## config.mk

```make
export PLATFORM = sky130hd
export DESIGN_NAME = tracking_differentiator
export DESIGN_NICKNAME = d
export VERILOG_FILES = /design/src/hdl/td_pkg.sv /design/src/hdl/td_iter_unit.sv /design/src/hdl/tracking_differentiator.sv
export SDC_FILE = /design/constraint.sdc
export NUM_CORES = 2
export LEC_CHECK = 0
export BUFFER_PORTS_ARGS = -buffer_cell sky130_fd_sc_hd__buf_2
export CORE_AREA = 3 3 506 508
export DETAILED_ROUTE_END_ITERATION = 8
export DIE_AREA = 0 0 509 511
export SYNTH_ARGS = -nofsm -noshare
export SYNTH_HDL_FRONTEND = slang
export SYNTH_SLANG_ARGS = --single-unit
export TNS_END_PERCENT = 20
```

## constraint.sdc

```tcl
create_clock -name aclk -period 25.6 [get_ports aclk]
set_clock_uncertainty 0.1 [all_clocks]
set_input_delay 7.68 -clock aclk [delete_from_list [all_inputs] [get_ports aclk]]
set_output_delay 7.68 -clock aclk [all_outputs]
set_load 0.02 [all_outputs]
```

## src/hdl/td_pkg.sv

```systemverilog
// Shared types and constants for the tracking differentiator.
`default_nettype none

package td_pkg;

    // Datapath widths of the shared iterative unit
    localparam int ACC_W  = 104;  // accumulator / remainder / source shift register
    localparam int OPND_W = 53;   // multiplicand or divisor
    localparam int ROOT_W = 51;   // square root or quotient
    localparam int CNT_W  = 6;    // step counter

    // Widths of the internal fhan terms (32 fraction bits)
    localparam int AW = 56;       // signed x1, y, a0, a2, a
    localparam int DW = 48;       // unsigned d

    localparam int CFG_IDX_W = 1;
    localparam logic [24:0] H_ONE = 25'h100_0000;

    typedef enum logic [CFG_IDX_W-1:0] {
        REG_SPEED_FACTOR = 1'b0,
        REG_STEP_SIZE    = 1'b1
    } td_reg_idx_t;

    typedef enum logic [1:0] {
        TD_OP_MUL,
        TD_OP_DIV,
        TD_OP_SQRT
    } td_op_t;

    typedef struct packed {
        td_op_t              op;
        logic [ACC_W-1:0]    acc_init;
        logic [ACC_W-1:0]    src;       // multiplier / numerator / radicand, MSB first
        logic [OPND_W-1:0]   opnd;
        logic [CNT_W-1:0]    count;
    } td_req_t;

    typedef struct packed {
        logic                busy;
        logic                done;
        logic [ACC_W-1:0]    acc;
        logic [ROOT_W-1:0]   res;
    } td_rsp_t;

    typedef struct packed {
        logic signed [31:0]  target;
        logic                restart;
    } td_in_t;

    typedef struct packed {
        logic signed [31:0]  position;
        logic signed [31:0]  rate;
    } td_out_t;

endpackage

`default_nettype wire

```

## src/hdl/td_iter_unit.sv

```systemverilog
// Shared bit-serial unit: shift-add multiply, restoring divide and square root.
`default_nettype none

module td_iter_unit (
    input  wire logic            aclk,
    input  wire logic            aresetn,
    input  wire logic            start,
    input  wire td_pkg::td_req_t req,
    output td_pkg::td_rsp_t      rsp
);
    import td_pkg::*;

    td_op_t              op_reg;
    logic [ACC_W-1:0]    acc_reg, acc_next;
    logic [ACC_W-1:0]    src_reg, src_next;
    logic [OPND_W-1:0]   opnd_reg;
    logic [ROOT_W-1:0]   res_reg, res_next;
    logic [CNT_W-1:0]    cnt_reg;
    logic                busy_reg;
    logic                done_reg;

    logic [ACC_W-1:0]    add_x, add_y;
    logic [ACC_W:0]      add_sum;
    logic                add_sub;
    logic                ge;

    // One adder serves every mode; for subtraction the carry out means x >= y
    always_comb begin
        add_x    = {acc_reg[ACC_W-2:0], 1'b0};
        add_y    = '0;
        add_sub  = 1'b0;
        acc_next = acc_reg;
        src_next = src_reg;
        res_next = res_reg;
        case (op_reg)
            TD_OP_MUL: begin
                add_x   = {acc_reg[ACC_W-2:0], 1'b0};
                add_y   = src_reg[ACC_W-1] ? ACC_W'(opnd_reg) : '0;
                add_sub = 1'b0;
            end
            TD_OP_DIV: begin
                add_x   = {acc_reg[ACC_W-2:0], src_reg[ACC_W-1]};
                add_y   = ACC_W'(opnd_reg);
                add_sub = 1'b1;
            end
            TD_OP_SQRT: begin
                add_x   = {acc_reg[ACC_W-3:0], src_reg[ACC_W-1:ACC_W-2]};
                add_y   = ACC_W'({res_reg, 2'b01});
                add_sub = 1'b1;
            end
            default: begin
                add_x   = acc_reg;
                add_y   = '0;
                add_sub = 1'b0;
            end
        endcase

        add_sum = {1'b0, add_x} + {1'b0, (add_sub ? ~add_y : add_y)}
                  + (ACC_W+1)'(add_sub);
        ge      = add_sum[ACC_W];

        case (op_reg)
            TD_OP_MUL: begin
                acc_next = add_sum[ACC_W-1:0];
                src_next = {src_reg[ACC_W-2:0], 1'b0};
            end
            TD_OP_DIV: begin
                acc_next = ge ? add_sum[ACC_W-1:0] : add_x;
                src_next = {src_reg[ACC_W-2:0], 1'b0};
                res_next = {res_reg[ROOT_W-2:0], ge};
            end
            TD_OP_SQRT: begin
                acc_next = ge ? add_sum[ACC_W-1:0] : add_x;
                src_next = {src_reg[ACC_W-3:0], 2'b00};
                res_next = {res_reg[ROOT_W-2:0], ge};
            end
            default: begin
                acc_next = acc_reg;
            end
        endcase
    end

    always_ff @(posedge aclk) begin
        if (!aresetn) begin
            busy_reg <= 1'b0;
            done_reg <= 1'b0;
        end else begin
            done_reg <= 1'b0;
            if (start) begin
                op_reg   <= req.op;
                acc_reg  <= req.acc_init;
                src_reg  <= req.src;
                opnd_reg <= req.opnd;
                res_reg  <= '0;
                cnt_reg  <= req.count;
                busy_reg <= 1'b1;
            end else if (busy_reg) begin
                acc_reg <= acc_next;
                src_reg <= src_next;
                res_reg <= res_next;
                cnt_reg <= cnt_reg - 1'b1;
                if (cnt_reg == CNT_W'(1)) begin
                    busy_reg <= 1'b0;
                    done_reg <= 1'b1;
                end
            end
        end
    end

    assign rsp.busy = busy_reg;
    assign rsp.done = done_reg;
    assign rsp.acc  = acc_reg;
    assign rsp.res  = res_reg;

endmodule

`default_nettype wire

```

## src/hdl/tracking_differentiator.sv

```systemverilog
// Top level of the fhan tracking differentiator.
`default_nettype none

// Tracks a signed Q16.16 target with a position and a rate, one item per tick.
// Every multiply, the square root and the divide run one bit per cycle through
// a single shared adder: five multiply passes of 25 to 48 steps and a 51-step
// root, plus a sixth multiply and a 48-step divide when fhan needs the divide.
// A restart item skips the arithmetic and goes straight to the output step.
// s_ready is high only while the sequencer is idle; a finished result waits in
// the output register while the next item runs.
// speed_factor (index 0) and step_size (index 1) should be written while idle.
module tracking_differentiator (
    input  wire logic                           aclk,
    input  wire logic                           aresetn,
    input  wire logic                           s_valid,
    output logic                                s_ready,
    input  wire td_pkg::td_in_t                 s_data,
    output logic                                m_valid,
    input  wire logic                           m_ready,
    output td_pkg::td_out_t                     m_data,
    input  wire logic                           cfg_wr_en,
    input  wire logic [td_pkg::CFG_IDX_W-1:0]   cfg_index,
    input  wire logic [31:0]                    cfg_wdata
);
    import td_pkg::*;

    typedef enum logic [3:0] {
        ST_IDLE, ST_H2, ST_D, ST_PV, ST_Y, ST_RAD, ST_RADW, ST_SQ,
        ST_A, ST_FH, ST_NUM, ST_DIV, ST_FIN, ST_FINW, ST_OUT
    } state_t;

    state_t                 state_reg;
    logic [31:0]            speed_reg;
    logic [24:0]            step_reg;
    logic signed [31:0]     pos_reg, rate_reg;
    logic signed [31:0]     target_reg;
    logic [DW-1:0]          d_reg;
    logic signed [AW-1:0]   x1_reg, a0_reg, y_reg, a2_reg, a_reg;
    logic signed [33:0]     pinc_reg;
    logic [1:0]             wy_reg, wa_reg;
    logic [47:0]            m_reg;
    logic                   fneg_reg;
    logic signed [31:0]     po_reg, ro_reg;
    td_req_t                req_reg;
    logic                   start_reg;
    logic                   m_valid_reg;
    td_out_t                m_data_reg;
    td_rsp_t                rsp;

    td_iter_unit u_unit (
        .aclk    (aclk),
        .aresetn (aresetn),
        .start   (start_reg),
        .req     (req_reg),
        .rsp     (rsp)
    );

    // fsg in halves: 2 inside, 1 on the edge, 0 outside or when d is zero
    function automatic logic [1:0] fsg(input logic [AW-1:0] m, input logic [DW-1:0] d);
        logic [1:0] w;
        if (d == '0)
            w = 2'd0;
        else if (m < AW'(d))
            w = 2'd2;
        else if (m == AW'(d))
            w = 2'd1;
        else
            w = 2'd0;
        return w;
    endfunction

    function automatic logic signed [31:0] sat32(input logic signed [35:0] v);
        logic signed [31:0] s;
        if ((v[35:31] == 5'b00000) || (v[35:31] == 5'b11111))
            s = v[31:0];
        else if (v[35])
            s = 32'sh8000_0000;
        else
            s = 32'sh7FFF_FFFF;
        return s;
    endfunction

    logic [24:0]            h_clamp;
    logic                   v_neg;
    logic [31:0]            v_mag;
    logic [55:0]            pv;
    logic signed [AW-1:0]   a0_val, x1_val, y_mag_s;
    logic signed [33:0]     pinc_val;
    logic [AW-1:0]          y_mag, a_mag;
    logic [OPND_W-1:0]      rad_a;
    logic [ROOT_W-1:0]      a1;
    logic [ROOT_W-1:0]      a1_diff;
    logic [ROOT_W-2:0]      half;
    logic signed [AW-1:0]   a2_val, a0y, a_val;
    logic [1:0]             wa;
    logic [48:0]            m_sum;
    logic [72:0]            prod;
    logic signed [34:0]     inc_val;
    logic signed [35:0]     rate_sum, pos_sum;

    always_comb begin
        h_clamp = (step_reg > H_ONE) ? H_ONE : step_reg;
        v_neg   = rate_reg[31];
        v_mag   = v_neg ? (32'd0 - rate_reg) : rate_reg;

        // floor(v*h / 2^8) and floor(v*h / 2^24) from one magnitude product
        pv       = rsp.acc[55:0];
        a0_val   = v_neg ? -(AW'(pv[55:8]) + AW'(pv[7:0] != '0)) : AW'(pv[55:8]);
        pinc_val = v_neg ? -(34'(pv[55:24]) + 34'(pv[23:0] != '0)) : 34'(pv[55:24]);
        x1_val   = (AW'(pos_reg) - AW'(target_reg)) <<< 16;

        y_mag_s = y_reg[AW-1] ? -y_reg : y_reg;
        y_mag   = y_mag_s;
        rad_a   = OPND_W'(d_reg) + {y_mag[49:0], 3'b000};

        a1      = rsp.res;
        a1_diff = a1 - ROOT_W'(d_reg);
        half    = a1_diff[ROOT_W-1:1];
        if (y_reg == '0)
            a2_val = a0_reg;
        else if (y_reg[AW-1])
            a2_val = a0_reg - AW'(half);
        else
            a2_val = a0_reg + AW'(half);

        a0y = a0_reg + y_reg;
        case (wy_reg)
            2'd2:    a_val = a0y;
            2'd1:    a_val = (a0y + a2_reg) >>> 1;
            default: a_val = a2_reg;
        endcase

        a_mag = a_reg[AW-1] ? AW'(-a_reg) : AW'(a_reg);
        wa    = fsg(a_mag, d_reg);

        m_sum = 49'(rsp.res[47:0]) + 49'({speed_reg, 16'h0000});

        // floor(fhan*h / 2^40) with fhan's sign applied to the magnitude product
        prod    = rsp.acc[72:0];
        inc_val = fneg_reg ? -(35'(prod[72:40]) + 35'(prod[39:0] != '0))
                           : 35'(prod[72:40]);
        rate_sum = 36'(rate_reg) + 36'(inc_val);
        pos_sum  = 36'(pos_reg) + 36'(pinc_reg);
    end

    always_ff @(posedge aclk) begin
        if (!aresetn) begin
            state_reg   <= ST_IDLE;
            speed_reg   <= 32'd655360;
            step_reg    <= 25'd167772;
            pos_reg     <= '0;
            rate_reg    <= '0;
            start_reg   <= 1'b0;
            m_valid_reg <= 1'b0;
        end else begin
            start_reg <= 1'b0;
            if (m_ready)
                m_valid_reg <= 1'b0;

            if (cfg_wr_en) begin
                unique case (cfg_index)
                    REG_SPEED_FACTOR: speed_reg <= cfg_wdata;
                    REG_STEP_SIZE:    step_reg  <= cfg_wdata[24:0];
                endcase
            end

            unique case (state_reg)
                ST_IDLE: begin
                    if (s_valid) begin
                        target_reg <= s_data.target;
                        if (s_data.restart) begin
                            po_reg    <= s_data.target;
                            ro_reg    <= '0;
                            state_reg <= ST_OUT;
                        end else begin
                            req_reg   <= '{TD_OP_MUL, '0, {h_clamp, 79'b0},
                                           OPND_W'(h_clamp), CNT_W'(25)};
                            start_reg <= 1'b1;
                            state_reg <= ST_H2;
                        end
                    end
                end
                ST_H2: begin
                    if (rsp.done) begin
                        // r * (h*h >> 16)
                        req_reg   <= '{TD_OP_MUL, '0, {speed_reg, 72'b0},
                                       OPND_W'(rsp.acc[48:16]), CNT_W'(32)};
                        start_reg <= 1'b1;
                        state_reg <= ST_D;
                    end
                end
                ST_D: begin
                    if (rsp.done) begin
                        d_reg     <= rsp.acc[63:16];
                        req_reg   <= '{TD_OP_MUL, '0, {h_clamp, 79'b0},
                                       OPND_W'(v_mag), CNT_W'(25)};
                        start_reg <= 1'b1;
                        state_reg <= ST_PV;
                    end
                end
                ST_PV: begin
                    if (rsp.done) begin
                        a0_reg    <= a0_val;
                        pinc_reg  <= pinc_val;
                        x1_reg    <= x1_val;
                        state_reg <= ST_Y;
                    end
                end
                ST_Y: begin
                    y_reg     <= x1_reg + a0_reg;
                    state_reg <= ST_RAD;
                end
                ST_RAD: begin
                    wy_reg    <= fsg(y_mag, d_reg);
                    req_reg   <= '{TD_OP_MUL, '0, {d_reg, 56'b0}, rad_a, CNT_W'(48)};
                    start_reg <= 1'b1;
                    state_reg <= ST_RADW;
                end
                ST_RADW: begin
                    if (rsp.done) begin
                        req_reg   <= '{TD_OP_SQRT, '0, {rsp.acc[101:0], 2'b00},
                                       '0, CNT_W'(51)};
                        start_reg <= 1'b1;
                        state_reg <= ST_SQ;
                    end
                end
                ST_SQ: begin
                    if (rsp.done) begin
                        a2_reg    <= a2_val;
                        state_reg <= ST_A;
                    end
                end
                ST_A: begin
                    a_reg     <= a_val;
                    state_reg <= ST_FH;
                end
                ST_FH: begin
                    fneg_reg <= !a_reg[AW-1] && (a_reg != '0);
                    wa_reg   <= wa;
                    if (a_reg == '0) begin
                        m_reg     <= '0;
                        state_reg <= ST_FIN;
                    end else if (wa == 2'd0) begin
                        m_reg     <= {speed_reg, 16'h0000};
                        state_reg <= ST_FIN;
                    end else begin
                        req_reg   <= '{TD_OP_MUL, '0, {speed_reg, 72'b0},
                                       OPND_W'(a_mag[47:0]), CNT_W'(32)};
                        start_reg <= 1'b1;
                        state_reg <= ST_NUM;
                    end
                end
                ST_NUM: begin
                    if (rsp.done) begin
                        // (r*|a| << 16) / d; the top 48 bits start below d
                        req_reg   <= '{TD_OP_DIV, ACC_W'(rsp.acc[79:32]),
                                       {rsp.acc[31:0], 72'b0}, OPND_W'(d_reg),
                                       CNT_W'(48)};
                        start_reg <= 1'b1;
                        state_reg <= ST_DIV;
                    end
                end
                ST_DIV: begin
                    if (rsp.done) begin
                        m_reg     <= (wa_reg == 2'd2) ? rsp.res[47:0] : m_sum[48:1];
                        state_reg <= ST_FIN;
                    end
                end
                ST_FIN: begin
                    req_reg   <= '{TD_OP_MUL, '0, {h_clamp, 79'b0},
                                   OPND_W'(m_reg), CNT_W'(25)};
                    start_reg <= 1'b1;
                    state_reg <= ST_FINW;
                end
                ST_FINW: begin
                    if (rsp.done) begin
                        po_reg    <= sat32(pos_sum);
                        ro_reg    <= sat32(rate_sum);
                        state_reg <= ST_OUT;
                    end
                end
                ST_OUT: begin
                    // hold until the output register is free
                    if (!m_valid_reg || m_ready) begin
                        m_data_reg.position <= po_reg;
                        m_data_reg.rate     <= ro_reg;
                        m_valid_reg         <= 1'b1;
                        pos_reg             <= po_reg;
                        rate_reg            <= ro_reg;
                        state_reg           <= ST_IDLE;
                    end
                end
                default: state_reg <= ST_IDLE;
            endcase
        end
    end

    assign s_ready = (state_reg == ST_IDLE);
    assign m_valid = m_valid_reg;
    assign m_data  = m_data_reg;

    a_ready_unit_idle: assert property (@(posedge aclk) disable iff (!aresetn)
        s_ready |-> !rsp.busy)
        else $error("input ready while the shared unit is busy");

    a_restart_direct: assert property (@(posedge aclk) disable iff (!aresetn)
        (s_valid && s_ready && s_data.restart) |=> (state_reg == ST_OUT))
        else $error("restart item did not go straight to output");

    a_done_in_wait: assert property (@(posedge aclk) disable iff (!aresetn)
        rsp.done |-> (state_reg != ST_IDLE && state_reg != ST_OUT))
        else $error("unit finished while no step was waiting for it");

endmodule

`default_nettype wire

```

==> results.cfg <==
[sta]
setup_violations = 0
finalSetupTns_ps = 0
min_period_over_period = 0.404
hold_viol = 0
max_slew_margin = 0.0624
slew_violations = 0
worst_pin_slew_ps = 1390
period_minus_slack_ps = 10340
hold_slack_ps = 319
rsz0062_at_grt = false
fmax_mhz = 96.7

[synthesis]
yosys_warnings = 0
synthTopCellsByArea = edfxtp_1, ha_1, a21oi_1
ys.flop_type = edfxtp_1
synth_top_cell_area_share = 0.358
syn_area_sq_um = 90500
ys_seq_area_frac = 0.387
synth_fp_nets = 10800
ys_ff_latch = 1208
synthCells = 9995
yosysTopAreaCell = edfxtp_1
syn_avg_cell_area_sq_um = 9.05
ys_async_sr_fraction = 0
synth_edf_count = 1079
ys_types = 89

[route]
drt-wirelength-per-cell_um = 28.9
firstDrtPassIters = 9
ant_nets = 0
via_per_inst = 6.08
drc = 13
drt_wl_total_um = 387000
drt_iter0_drc = 11100
vias = 81400

[placed_design]
hpwl_um = 302000
io_buffers = 136
routabilityCongestion = 1.03
place_area_sq_um = 94800
dp.cells = 13100

[global_route]
grt_pass1_wl_um = 546000
grt_overflow = 0
antenna_found_initial = 40
grt_pass1_vias = 75400
grt_util_all_layers = 0.287
grt_max_degree = 177

[clock_network]
cts_resized = 0
clock_sinks = 1208
clk_latency_ps = 850
path_clk_slew_ps = 60
post-cts-setup-buffers = 0
cts_hold_buf = 0
cts_max_path_buffers = 3
cts_max_level = 4
cts_made_buffers = 146
root_buffer = clkbuf_16
cts_tree = built

[final_layout]
area_growth_syn_to_layout_pct = 10.4
layout-drive-gt1-share = 0.0630
design_area_sq_um = 99900
finalNonFillerCells = 13400
nNetsFinal = 10700
largest_reg_flops = 209

[worst_setup_path]
worstPathRequired_ps = 25960
timing.rr.start = u_unit.acc_reg[22]
r2r-end = ro_reg[27]
cp-start-kind = primary input
regToRegSetupSlack_ps = 15710
endpoint_kind = flip-flop
worstSetupPathType = primary input to flip-flop
crit_start = aresetn
critPathCapture = x1_reg[30]
cp.arrival_ps = 10700
worst-path-max-fanout = 56
rr_worst_depth = 33

[floorplanning]
die_y_um = 511
std_cell_rows = 184
die-area_sq_um = 260000
start_util = 0.360
core_sq_um = 252000
io-pin-count = 137
die_x_um = 509

[power_and_ir_drop]
powerDensity_nw_per_um2 = 107
p_leak_nw = 38.6
ir_drop_uv = 65.0
p_total_mw = 10.7

[outcome]
violations = design-rule violations
status = finished with violations

[flow_run]
drv_cap = 0

[min_path]
holdCritPathClass = flip-flop to flip-flop
-- how the worst min path moves through the flow --
| stage | start | cells past startpoint | slack (ps) | to |
|---|---|---|---|---|
| final | req_reg[11] | 0 | 320 | u_unit.opnd_reg[5] |
| after detailed placement | req_reg[11] | 0 | 300 | u_unit.opnd_reg[5] |
| after CTS | req_reg[33] | 0 | 310 | u_unit.opnd_reg[27] |
| after global placement | req_reg[10] | 0 | 300 | u_unit.opnd_reg[4] |
| after floorplan | req_reg[267] | 0 | 300 | u_unit.op_reg[0] |
| after global routing | req_reg[26] | 0 | 310 | u_unit.opnd_reg[20] |
-- Yosys cell counts, types with 17 or more instances --
cell,count
a211o_1,25
a211oi_1,50
a21boi_0,28
a21o_1,379
a21oi_1,989
a221oi_1,121
a222oi_1,42
a22oi_1,189
a31o_2,19
a31oi_1,113
a41oi_1,20
and2_1,55
and3_1,80
and4_1,19
buf_1,44
clkbuf_1,426
dfxtp_1,129
edfxtp_1,1079
ha_1,731
inv_1,414
mux2i_1,120
nand2_1,1194
nand2b_1,128
nand3_1,239
nand3b_1,21
nand4_1,113
nor2_1,493
nor2b_1,157
nor3_1,167
nor4_1,87
o211ai_1,58
o21a_1,87
o21ai_0,830
o21bai_1,97
o31ai_1,67
o41ai_1,27
or2_2,38
or3_1,66
or4_1,17
xnor2_1,547
xor2_1,242
-- metrics by stage --
step           utilization  setup slack (ps)
2_1_floorplan            -              7940
3_3_place_gp         0.377             14500
3_5_place_dp         0.377             14460
4_1_cts              0.397             15340
5_1_grt              0.397             15040
6_report             0.397             15260
-- worst max-delay path, cell delays in order --
cell and delay (ps):
buf_2 530, nand3_1 490, nor2_4 660, buf_4 660
buf_4 620
-- per-layer routing --
layer  vias up  wire [um]  global-route usage
li1      37000          -                   -
met1     39800     162000               0.390
met2      4031     167000               0.429
met3       664      39500              0.0722
met4         8      19100               0.122
met5         -         55                   0
-- layout by cell type (no fill, tap or decap), types with 121 or more instances in the layout --
master     netlist  routed
ha_1           731     726
inv_1          414     413
nand2b_1       128     126
dfxtp_1        129     125
a21o_1         379     378
buf_4            0     121
o21ai_0        830     828
clkbuf_16        0     148
xnor2_1        547     546
a22oi_1        189     189
xor2_1         242     242
a21oi_1        989     988
nand3_1        239     236
nand2_1       1194    1193
nor3_1         167     159
buf_2           14     136
nor2b_1        157     154
nor2_1         493     479
a221oi_1       121     121
edfxtp_1      1079    1079
-- cell families (layout without fill, tap and decap cells) --
family                     Yosys count  in the layout  synth area share
AOI/OAI and AO/OA                 3302           3302             0.229
and+or+nand+nor                   2928           2928             0.153
DFF                               1208           1208             0.387
buffers and inverters              901            948            0.0376
xor gates and xnor gates           789            789            0.0764
adders and majority gates          742            742             0.104
muxes                              125            125            0.0139
other                                0              9                 0
-- area by class of cell --
type                            instances  area [sq um]
Fill cell                           25100        152000
Multi-Input combinational cell       7886         52400
Sequential cell                      1208         35000
Tap cell                             3348          4190
Clock buffer                          188          3950
Timing Repair Buffer                  260          1650
Inverter                              417          1570
Clock inverter                         83          1110
Antenna cell                            9          22.5
-- report_power, final --
group | internal, mW | leakage (nW) | switching (mW)
Sequential | 2.70 | 11.0 | 0.413
Clock | 1.27 | 2.44 | 0.941
Combinational | 1.87 | 25.2 | 3.50
Power figures use the tool's default switching activity.
